## config.mk

```make
export PLATFORM = sky130hd
export DESIGN_NAME = table_driven_dfa_recognizer_unit
export DESIGN_NICKNAME = d
export VERILOG_FILES = /design/src/dfa_rec_pkg.sv /design/src/dfa_rec_ram.sv /design/src/table_driven_dfa_recognizer_unit.sv
export SDC_FILE = /design/constraint.sdc
export NUM_CORES = 2
export LEC_CHECK = 0
export ABC_CLOCK_PERIOD_IN_PS = 4700
export BUFFER_PORTS_ARGS = -buffer_cell sky130_fd_sc_hd__buf_2
export CAP_MARGIN = 20
export CORE_AREA = 2 2 672 674
export DETAILED_ROUTE_END_ITERATION = 7
export DIE_AREA = 0 0 674 676
export GPL_TIMING_DRIVEN = 0
export PLACE_DENSITY = 0.53
export SLEW_MARGIN = 20
export SYNTH_ARGS = -nofsm -noshare
export SYNTH_HDL_FRONTEND = slang
export SYNTH_SLANG_ARGS = --single-unit
```

## constraint.sdc

```tcl
create_clock -name clk -period 4.7 [get_ports clk]
set_clock_uncertainty 0.15 [all_clocks]
set_input_delay 0.235 -clock clk [delete_from_list [all_inputs] [get_ports clk]]
set_output_delay 0.235 -clock clk [all_outputs]
set_load 0.03 [all_outputs]
```

## src/dfa_rec_pkg.sv

```systemverilog
package dfa_rec_pkg;

    // Table geometry and limits
    localparam int ARC_ENTRIES   = 128;
    localparam int EPSILON_LIMIT = 16;
    localparam int ADDR_W        = $clog2(ARC_ENTRIES);
    localparam int CNT_W         = $clog2(ARC_ENTRIES + 1);
    localparam int CFG_W         = 8;
    localparam int CMP_W         = (CNT_W > CFG_W) ? CNT_W : CFG_W;
    localparam int SLOT_W        = 7;
    localparam int SLOT_CMP_W    = ((ADDR_W > SLOT_W) ? ADDR_W : SLOT_W) + 1;
    localparam int EPS_W         = $clog2(EPSILON_LIMIT + 1);

    // Special symbol and state codes
    localparam logic [7:0] SYM_EPSILON = 8'h26;
    localparam logic [7:0] STATE_NONE  = 8'h23;

    // Command and kind codes
    localparam logic CMD_LOAD = 1'b0;
    localparam logic CMD_FEED = 1'b1;
    localparam logic [1:0] KIND_FINAL = 2'd2;

    // Verdict codes
    localparam logic [2:0] VERDICT_ACCEPT    = 3'd0;
    localparam logic [2:0] VERDICT_NO_ARC    = 3'd1;
    localparam logic [2:0] VERDICT_NONFINAL  = 3'd2;
    localparam logic [2:0] VERDICT_DEAD      = 3'd3;
    localparam logic [2:0] VERDICT_EPS_LIMIT = 3'd4;
    localparam logic [2:0] VERDICT_MISSING   = 3'd5;

    // One arc table entry
    typedef struct packed {
        logic [7:0] from;
        logic [7:0] sym;
        logic [7:0] to;
        logic [1:0] kind;
    } arc_t;

    localparam int ARC_W = $bits(arc_t);

    // Sequencer states
    typedef enum logic [4:0] {
        ST_IDLE  = 5'b00001,
        ST_START = 5'b00010,
        ST_MOVE  = 5'b00100,
        ST_FIRST = 5'b01000,
        ST_EMIT  = 5'b10000
    } state_t;

endpackage

```

## src/dfa_rec_ram.sv

```systemverilog
module dfa_rec_ram #(
    parameter int WIDTH = 8,
    parameter int DEPTH = 16
) (
    input  logic                     clk,
    input  logic                     we,
    input  logic [$clog2(DEPTH)-1:0] waddr,
    input  logic [WIDTH-1:0]         wdata,
    input  logic [$clog2(DEPTH)-1:0] raddr,
    output logic [WIDTH-1:0]         rdata
);

    logic [WIDTH-1:0] mem [DEPTH];

    // Write port and registered read port
    always_ff @(posedge clk)
    begin
        if (we)
        begin
            mem[waddr] <= wdata;
        end
        rdata <= mem[raddr];
    end

endmodule

```

## src/table_driven_dfa_recognizer_unit.sv

```systemverilog
// Load transaction: taken while idle and written straight into the table; the next transaction may follow at once.
// Feed transaction: each move scans the first min(arcs_in_use, ARC_ENTRIES) table entries
// for a match, then for the new state's first arc, one entry per cycle; up to
// EPSILON_LIMIT + 1 moves per symbol, plus a start state per string and an emit state at its end.
// Reset clears the sequencer, the string status and the output stage; the arc
// table holds no defined contents until loaded and gets no clearing pass.
module table_driven_dfa_recognizer_unit
    import dfa_rec_pkg::*;
(
    input  logic             clk,
    input  logic             rst_n,
    input  logic             cfg_wen,
    input  logic [CFG_W-1:0] cfg_data,
    input  logic             item_valid,
    output logic             item_stall,
    input  logic             command,
    input  logic [6:0]       arc_slot,
    input  logic [7:0]       arc_from,
    input  logic [7:0]       arc_symbol,
    input  logic [7:0]       arc_to,
    input  logic [1:0]       arc_kind,
    input  logic [7:0]       symbol,
    input  logic             last_symbol,
    output logic             result_valid,
    input  logic             result_stall,
    output logic             accepted,
    output logic [2:0]       verdict,
    output logic [7:0]       final_state
);

    state_t             state_reg, state_next;
    logic [CFG_W-1:0]   arcs_reg;
    logic [CNT_W-1:0]   used;
    logic [CNT_W-1:0]   issue_reg, issue_next;
    logic               rd_valid_reg, rd_valid_next;
    logic [7:0]         cur_reg, cur_next;
    logic [7:0]         sym_reg, sym_next;
    logic               last_reg, last_next;
    logic               consumed_reg, consumed_next;
    logic [EPS_W-1:0]   eps_reg, eps_next;
    logic               open_reg, open_next;
    logic               decided_reg, decided_next;
    logic [2:0]         verdict_reg, verdict_next;
    logic               out_valid_reg, out_valid_next;
    logic               out_acc_reg, out_acc_next;
    logic [2:0]         out_verdict_reg, out_verdict_next;
    logic [7:0]         out_state_reg, out_state_next;

    logic                  item_take;
    logic                  issue;
    logic                  wr_en;
    logic [SLOT_CMP_W-1:0] slot_wide;
    logic [ADDR_W-1:0]     raddr;
    logic [ARC_W-1:0]      rdata_raw;
    arc_t                  rd_arc;
    arc_t                  wr_arc;
    logic                  from_hit;
    logic                  sym_hit;
    logic                  eps_hit;
    logic                  fin;

    // Scanned entry count, saturated at the table depth
    assign used = (CMP_W'(arcs_reg) > CMP_W'(ARC_ENTRIES)) ?
                  CNT_W'(ARC_ENTRIES) : CNT_W'(arcs_reg);

    assign item_stall = (state_reg != ST_IDLE);
    assign item_take  = item_valid && !item_stall;

    // Arc table write from load transactions
    assign slot_wide = SLOT_CMP_W'(arc_slot);
    assign wr_en     = item_take && (command == CMD_LOAD) &&
                       (slot_wide < SLOT_CMP_W'(ARC_ENTRIES));
    assign wr_arc    = '{from: arc_from, sym: arc_symbol, to: arc_to, kind: arc_kind};

    // Read address: entry zero while idle, scan pointer otherwise
    assign issue = (issue_reg < used);
    assign raddr = (state_reg == ST_IDLE) ? '0 : issue_reg[ADDR_W-1:0];

    dfa_rec_ram #(
        .WIDTH (ARC_W),
        .DEPTH (ARC_ENTRIES)
    ) u_arc_ram (
        .clk   (clk),
        .we    (wr_en),
        .waddr (slot_wide[ADDR_W-1:0]),
        .wdata (wr_arc),
        .raddr (raddr),
        .rdata (rdata_raw)
    );

    assign rd_arc   = arc_t'(rdata_raw);
    assign from_hit = rd_valid_reg && (rd_arc.from == cur_reg);
    assign sym_hit  = (rd_arc.sym == sym_reg);
    assign eps_hit  = (rd_arc.sym == SYM_EPSILON);
    assign fin      = (rd_arc.kind == KIND_FINAL);

    // Sequencer
    always_comb
    begin
        state_next       = state_reg;
        issue_next       = issue_reg;
        rd_valid_next    = 1'b0;
        cur_next         = cur_reg;
        sym_next         = sym_reg;
        last_next        = last_reg;
        consumed_next    = consumed_reg;
        eps_next         = eps_reg;
        open_next        = open_reg;
        decided_next     = decided_reg;
        verdict_next     = verdict_reg;
        out_valid_next   = out_valid_reg && result_stall;
        out_acc_next     = out_acc_reg;
        out_verdict_next = out_verdict_reg;
        out_state_next   = out_state_reg;

        case (state_reg)
            ST_IDLE:
            begin
                // Take a feed transaction; loads only write the table
                if (item_take && (command == CMD_FEED))
                begin
                    sym_next   = symbol;
                    last_next  = last_symbol;
                    eps_next   = '0;
                    issue_next = '0;
                    if (!open_reg)
                    begin
                        open_next    = 1'b1;
                        decided_next = 1'b0;
                        verdict_next = VERDICT_ACCEPT;
                        state_next   = ST_START;
                    end
                    else if (!decided_reg)
                    begin
                        state_next = ST_MOVE;
                    end
                    else if (last_symbol)
                    begin
                        state_next = ST_EMIT;
                    end
                end
            end

            ST_START:
            begin
                // Enter the start state from entry zero
                cur_next   = rd_arc.from;
                issue_next = '0;
                state_next = ST_MOVE;
            end

            ST_MOVE:
            begin
                // Look for the first consuming or epsilon arc
                if (from_hit && (sym_hit || eps_hit))
                begin
                    if (!sym_hit && (eps_reg >= EPS_W'(EPSILON_LIMIT)))
                    begin
                        decided_next = 1'b1;
                        verdict_next = VERDICT_EPS_LIMIT;
                        state_next   = last_reg ? ST_EMIT : ST_IDLE;
                    end
                    else
                    begin
                        eps_next      = sym_hit ? eps_reg : eps_reg + EPS_W'(1);
                        cur_next      = rd_arc.to;
                        consumed_next = sym_hit;
                        issue_next    = '0;
                        state_next    = ST_FIRST;
                    end
                end
                else if (!issue && !rd_valid_reg)
                begin
                    decided_next = 1'b1;
                    verdict_next = VERDICT_NO_ARC;
                    state_next   = last_reg ? ST_EMIT : ST_IDLE;
                end
                else
                begin
                    rd_valid_next = issue;
                    issue_next    = issue ? issue_reg + CNT_W'(1) : issue_reg;
                end
            end

            ST_FIRST:
            begin
                // Classify the new state by its first leaving arc
                if (from_hit)
                begin
                    if (consumed_reg && last_reg)
                    begin
                        decided_next = 1'b1;
                        verdict_next = fin ? VERDICT_ACCEPT : VERDICT_NONFINAL;
                        state_next   = ST_EMIT;
                    end
                    else if (fin && (rd_arc.to == STATE_NONE))
                    begin
                        decided_next = 1'b1;
                        verdict_next = VERDICT_DEAD;
                        state_next   = last_reg ? ST_EMIT : ST_IDLE;
                    end
                    else if (consumed_reg)
                    begin
                        state_next = ST_IDLE;
                    end
                    else
                    begin
                        issue_next = '0;
                        state_next = ST_MOVE;
                    end
                end
                else if (!issue && !rd_valid_reg)
                begin
                    decided_next = 1'b1;
                    verdict_next = VERDICT_MISSING;
                    state_next   = last_reg ? ST_EMIT : ST_IDLE;
                end
                else
                begin
                    rd_valid_next = issue;
                    issue_next    = issue ? issue_reg + CNT_W'(1) : issue_reg;
                end
            end

            ST_EMIT:
            begin
                // Hand the verdict to the output stage and close the string
                if (!out_valid_reg || !result_stall)
                begin
                    out_valid_next   = 1'b1;
                    out_acc_next     = decided_reg && (verdict_reg == VERDICT_ACCEPT);
                    out_verdict_next = verdict_reg;
                    out_state_next   = cur_reg;
                    open_next        = 1'b0;
                    decided_next     = 1'b0;
                    verdict_next     = VERDICT_ACCEPT;
                    state_next       = ST_IDLE;
                end
            end

            default:
            begin
                state_next = ST_IDLE;
            end
        endcase
    end

    // Control registers
    always_ff @(posedge clk or negedge rst_n)
    begin
        if (!rst_n)
        begin
            state_reg     <= ST_IDLE;
            arcs_reg      <= '0;
            rd_valid_reg  <= 1'b0;
            issue_reg     <= '0;
            eps_reg       <= '0;
            cur_reg       <= '0;
            open_reg      <= 1'b0;
            decided_reg   <= 1'b0;
            verdict_reg   <= VERDICT_ACCEPT;
            out_valid_reg <= 1'b0;
        end
        else
        begin
            state_reg     <= state_next;
            if (cfg_wen)
            begin
                arcs_reg <= cfg_data;
            end
            rd_valid_reg  <= rd_valid_next;
            issue_reg     <= issue_next;
            eps_reg       <= eps_next;
            cur_reg       <= cur_next;
            open_reg      <= open_next;
            decided_reg   <= decided_next;
            verdict_reg   <= verdict_next;
            out_valid_reg <= out_valid_next;
        end
    end

    // Payload registers
    always_ff @(posedge clk)
    begin
        sym_reg         <= sym_next;
        last_reg        <= last_next;
        consumed_reg    <= consumed_next;
        out_acc_reg     <= out_acc_next;
        out_verdict_reg <= out_verdict_next;
        out_state_reg   <= out_state_next;
    end

    assign result_valid = out_valid_reg;
    assign accepted     = out_acc_reg;
    assign verdict      = out_verdict_reg;
    assign final_state  = out_state_reg;

endmodule

```

# Yosys cells after proc, flatten, opt, wreduce, memory -nomap -nowiden
# Memories as Yosys holds them, arrays and structs flattened. A register that Yosys moved wholly into a read port is not among the register bits.
# Cells that the tools add are included.
# op_classes
n_addsub	2
magnitude_cmp	4
eq_ne	26
mux	66
bitwise_logic	2
reduce_logical	36
# op_table
operator	count
8-bit two-way mux	12
5-bit two-way mux	16
3-bit two-way mux	11
8-bit case mux with 4 select lines	1
5-bit case mux with 5 select lines	1
3-bit inequality test, second input constant	7
1-bit two-way mux	17
8-bit by 6-bit equality test with 1-bit output, second input constant	2
8-bit equality test	2
8-bit case mux with 2 select lines	1
1-bit logical AND	12
3-bit case mux with 4 select lines	1
3-bit AND reduction	4
6-bit AND reduction	2
2-bit inequality test, second input constant	5
5-bit case mux with 2 select lines	1
8-bit by 1-bit adder with 8-bit output, second input constant	1
8-bit greater-than comparator, second input constant	1
7-bit by 8-bit < comparator with 1-bit output, second input constant	1
8-bit < comparator	1
4-bit inequality test, second input constant	2
8-bit AND reduction	1
4-bit nonzero test	2
7-bit two-way mux	1
other kinds (20)	31
# word_totals
regBits	63
ramBits	3328
inputBits	56
output_inout_bits	14
elab_cells	153
mem_count	1
# memory_table
name	depth	width	read_ports	rd_clocked_by_memory_dff	write_ports	line	text
u_arc_ram.mem	128	26	1	1	1	dfa_rec_ram.sv:13	logic [WIDTH-1:0] mem [DEPTH];

# Longest topological paths before layout
# logic_depth
word_depth	8
ltp_mapped	13
depth_no_buf	9

# Modules after synthesis
# Synthesis repeated with hierarchy kept, for this count alone.
# hier_totals
cells_unflattened	5207
hier_area_um2	130433.8
# by_module_without_submodules
mod	n_inst	cells_per_inst	area_each_um2	seq_area_each_um2
dfa_rec_ram	1	4902	127098.1	100456.3
table_driven_dfa_recognizer_unit	1	305	3335.7	1687.9

# Least setup slack after synthesis
# OpenSTA, ideal clock, no wires.
# synth_path
kind	register to register
from	register state_reg[4]
to	memory u_arc_ram.mem[127][0] (netlist name), enable pin
setup_ps	409
t_arrival_ps	3373
required_time_ps	4141
slack_ps	768
path_stages_with_launch	12
n_path_buf	7
period_less_slack_ps	3932
cell_sequence	dfrtp_1 buf_6 or3_1 buf_6 nor2_4 buf_4 buf_2 buf_2 buf_2 nand3_1 clkbuf_1 nor2_1
# synth_via
elab_chain_len	7
# synth_rtl
item	line	text
start, declared	table_driven_dfa_recognizer_unit.sv:31	state_t state_reg, state_next;
start signal, assigned	table_driven_dfa_recognizer_unit.sv:266	state_reg <= state_next;
5-bit by 1-bit inequality test with 1-bit output	table_driven_dfa_recognizer_unit.sv:66	assign item_stall = (state_reg != ST_IDLE);
1-bit zero test	table_driven_dfa_recognizer_unit.sv:67	assign item_take = item_valid && !item_stall;
1-bit logical AND	table_driven_dfa_recognizer_unit.sv:67	
1-bit logical AND (2 in series)	table_driven_dfa_recognizer_unit.sv:71	assign wr_en = item_take && (command == CMD_LOAD) &&
1-bit two-way mux	dfa_rec_ram.sv:18	if (we)
1-bit two-way mux (implied by the code)	dfa_rec_ram.sv:20	mem[waddr] <= wdata;
end, declared	dfa_rec_ram.sv:13	
# Every way passes these cells.

# Worst setup path after layout
# layout_path
from	register issue_reg[4]
to	register u_arc_ram.rdata[8], read port of u_arc_ram.mem
# layout_via
elab_chain_len	1
# layout_rtl
item	line	text
start, declared	table_driven_dfa_recognizer_unit.sv:34	logic [CNT_W-1:0] issue_reg, issue_next;
start signal, assigned	table_driven_dfa_recognizer_unit.sv:272	issue_reg <= issue_next;
7-bit two-way mux	table_driven_dfa_recognizer_unit.sv:77	assign raddr = (state_reg == ST_IDLE) ? '0 : issue_reg[ADDR_W-1:0];
end, declared	dfa_rec_ram.sv:10	output logic [WIDTH-1:0] rdata
# Every way passes these cells.
# A chain may end at the register's enable or synchronous reset.

==> impl_metrics.py <==
metrics = {
    "run_status": {
        "outcome": "complete, but fails checks",
        "violations": "DRC, setup timing",
    },
    "sta": {
        "relSlewSlack_pct": 13.6,
        "final.setup.tns_ns": -6.53,
        "fin_hold_ws_ns": 0.0923,
        "clock.fmax_mhz": 195,
        "rsz0062_at_grt": "yes",
        "tightest_slew_ns": 1.30,
        "setup_viol": 86,
        "fin_crit_sh_pct": 109,
        "slew_viol_final": 0,
        "period_needed_ns": 5.14,
        "setup_ws_ns": -0.436,
        "hold_violations": 0,
    },
    "global_routing": {
        "grt_pass1_vias": 85900,
        "antenna_found_initial": 117,
        "grt_pass1_wl_um": 867000,
        "gr-usage-all-layers_pct": 29.1,
        "grt_overflow": 0,
        "grt_start_max_net_pins": 97,
    },
    "layout": {
        "top_regs": "u_arc_ram.mem (3328), u_arc_ram.rdata (26)",
        "post-route-util_pct": 37.2,
        "largest_reg_flops": 3328,
        "drive_gt1_share_pct": 21.9,
        "layout_common_cells": "edfxtp_1, mux2i_1, nor2_1, clkbuf_16, o22ai_1",
        "final_common_cell": "edfxtp_1",
        "final_net_count": 9113,
        "stdcell_area_um2": 167000,
        "top_register": "u_arc_ram.mem",
        "fillers": 41400,
        "area_growth_syn_to_layout_pct": 24.4,
    },
    "logic_synthesis": {
        "synth_edf_count": 3350,
        "syn_area_um2": 134000,
        "synth_ff_type": "edfxtp_1",
        "synth_seq_cells": 3417,
        "yosysSeqAreaShare_pct": 76.2,
        "syn_area_per_cell_um2": 16.5,
        "synthCells": 8104,
        "syn_nets": 8169,
        "ys_async_sr_fraction_pct": 1.20,
        "ys_types": 87,
        "yosys_warnings": 0,
    },
    "worst_setup_path": {
        "critical_path_class": "reg -> reg",
        "r2r_slack_ns": -0.44,
        "worstPathRequired_ns": 4.99,
        "r2r-end": "u_arc_ram.rdata[8]",
        "reg2reg_from": "issue_reg[4]",
        "path_buf_inv": 2,
        "crit_top_cell": "nand4_1",
        "rr_worst_depth": 8,
        "slowest_stage": "nand4_1",
        "cpLargestDelayFamily": "simple AND/OR/NAND/NOR gates",
        "crit_arrival_ns": 5.43,
        "crit_chain": "inv_1 -> a21oi_4 -> clkbuf_4 -> nand2_2 -> a21oi_1 -> o21ai_0 -> nand4_1 -> nand4_1",
        "worstPathMaxFanout": 10,
        "worstSetupEndpointType": "register",
        "cp-start-kind": "register",
        "slowest_delay_ns": 1.08,
    },
    "place": {
        "gp_congestion": 1.02,
        "dp_hpwl_um": 485000,
        "placed_area_um2": 150000,
        "placement.io_buffers": 68,
        "post-place-ws_ns": -2.50,
    },
    "run": {
        "cap_violations": 0,
    },
    "routing": {
        "detailroute.via_count": 95700,
        "drtIter0Drc": 19500,
        "ant_nets": 0,
        "drt_pass1_iterations": 8,
        "drc": 4,
        "viasPerCell": 6.20,
        "routedWlPerCell_um": 44.3,
        "wirelength_um": 684000,
    },
    "clock_network": {
        "cts_root_buf": "clkbuf_16",
        "htree_levels": 5,
        "numCtsBuffers": 367,
        "clockBufferDepth": 4,
        "cts_tree": "yes",
        "path_clk_slew_ns": 0.06,
        "clkLatencyLatePin_ns": 1.03,
        "cts.sinks": 3417,
    },
    "min_path": {
        "min_path_type": "in -> reg",
        "whs_endpoint": "u_arc_ram.mem[48][14]",
        "hold_start": "arc_symbol[4]",
        "whs_path_depth": 2,
    },
    "power_and_ir_drop": {
        "power.leakage_nw": 52.7,
        "vdd_drop_max_v": 0.000399,
        "powerDensity_nw_per_um2": 574,
    },
    "floorplanning": {
        "die_h_um": 676,
        "dieArea_um2": 456000,
        "core_area_um2": 448000,
        "ios": 70,
        "initial_core_util_pct": 29.9,
        "num_rows": 246,
        "die_w_um": 674,
    },
}
==> metrics by stage <==
step	power (mW)	cells
final	95.7	15400
after global routing	95.6	15400
after CTS	93.0	15300
after detailed placement	63.0	14400
after global placement	61.8	14100
after floorplan	45.8	8104
==> cells by family (layout without fill, tap and decap cells) <==
logic type	count (synthesis)	count (layout)	synth area share (%)
multiplexers	801	801	7.01
AO/OA/AOI/OAI	1972	1972	10.3
flip-flops	3417	3417	76.2
XOR/XNOR	26	26	0.170
buffers and inverters	760	2010	2.41
adder cells (fa/ha/maj)	9	9	0.0840
other	0	134	0
AND/OR/NAND/NOR	1119	1119	3.77
==> report_power, final <==
| part | total (mW) | internal [mW] | switching, mW | leakage (nW) |
|---|---|---|---|---|
| sequential | 33.9 | 33.7 | 0.201 | 30.9 |
| clock | 29.4 | 16.6 | 12.8 | 5.81 |
| combinational | 32.4 | 8.22 | 24.2 | 16.1 |
==> timing repair <==
| action | in CTS | in global routing |
|---|---|---|
| setup buffers | 120 | 20 |
| pin swaps | 98 | 26 |
| setup endpoints to repair | 3202 | 173 |
| cloned | 0 | 0 |
| hold endpoints to repair | 3598 | 0 |
| hold buffers | 82 | 0 |
| gates resized for setup | 551 | 149 |
==> how the worst max path moves through the flow <==
stage | cells past startpoint | endpoint | from | slack [ns]
after global routing | 11 | u_arc_ram.rdata[8] | issue_reg[2] | -0.22
after global placement | 9 | u_arc_ram.rdata[8] | issue_reg[1] | -4.57
after floorplan | 11 | u_arc_ram.mem[127][0] | state_reg[4] | 0.77
final | 8 | u_arc_ram.rdata[8] | issue_reg[4] | -0.44
after CTS | 12 | u_arc_ram.rdata[8] | issue_reg[0] | -0.20
after detailed placement | 11 | u_arc_ram.rdata[8] | issue_reg[0] | -2.50
==> cell usage after synthesis, drive strengths merged, types with 16 or more instances <==
master | instances | share of area, %
nand2 | 199 | 0.56
nor3 | 75 | 0.29
dfxtp | 26 | 0.39
o311ai | 59 | 0.39
nand4 | 71 | 0.33
o21a | 19 | 0.11
dfrtp | 40 | 0.75
nand2b | 22 | 0.10
buf | 313 | 1.2
o22a | 26 | 0.17
nor2b | 25 | 0.12
o22ai | 369 | 1.7
a31oi | 42 | 0.20
mux4 | 86 | 1.4
edfxtp | 3350 | 75
o2111ai | 21 | 0.14
o211ai | 182 | 1.0
nand3 | 76 | 0.28
a21oi | 292 | 1.1
nor2 | 544 | 1.5
and2 | 23 | 0.11
mux2 | 240 | 2.0
a211oi | 91 | 0.51
o221ai | 277 | 1.8
a21o | 20 | 0.11
a22oi | 16 | 0.090
o21ai | 260 | 0.99
a2bb2oi | 41 | 0.27
mux2i | 475 | 3.5
a221oi | 172 | 1.1
inv | 182 | 0.51
clkbuf | 264 | 0.74
==> layer usage <==
metal | track usage (%) | up-vias | part of all wire, %
met2 | 40.1 | 9453 | 40
met1 | 36.5 | 49200 | 36
li1 | - | 34900 | -
met4 | 19.8 | 60 | 8.1
met5 | 0.715 | - | 0.083
met3 | 12.8 | 2065 | 16
==> layout make-up <==
class	count	area (um2)	share of cell area, %
Tap cell	5952	7450	4.47
Timing Repair Buffer	587	9520	5.71
Inverter	183	687	0.412
Sequential cell	3417	102000	61.3
Antenna cell	134	335	0.201
Buffer	565	4400	2.64
Multi-Input combinational cell	3927	30200	18.1
Clock buffer	460	9600	5.76
Clock inverter	215	2300	1.38
Power figures use the tool's default switching activity.
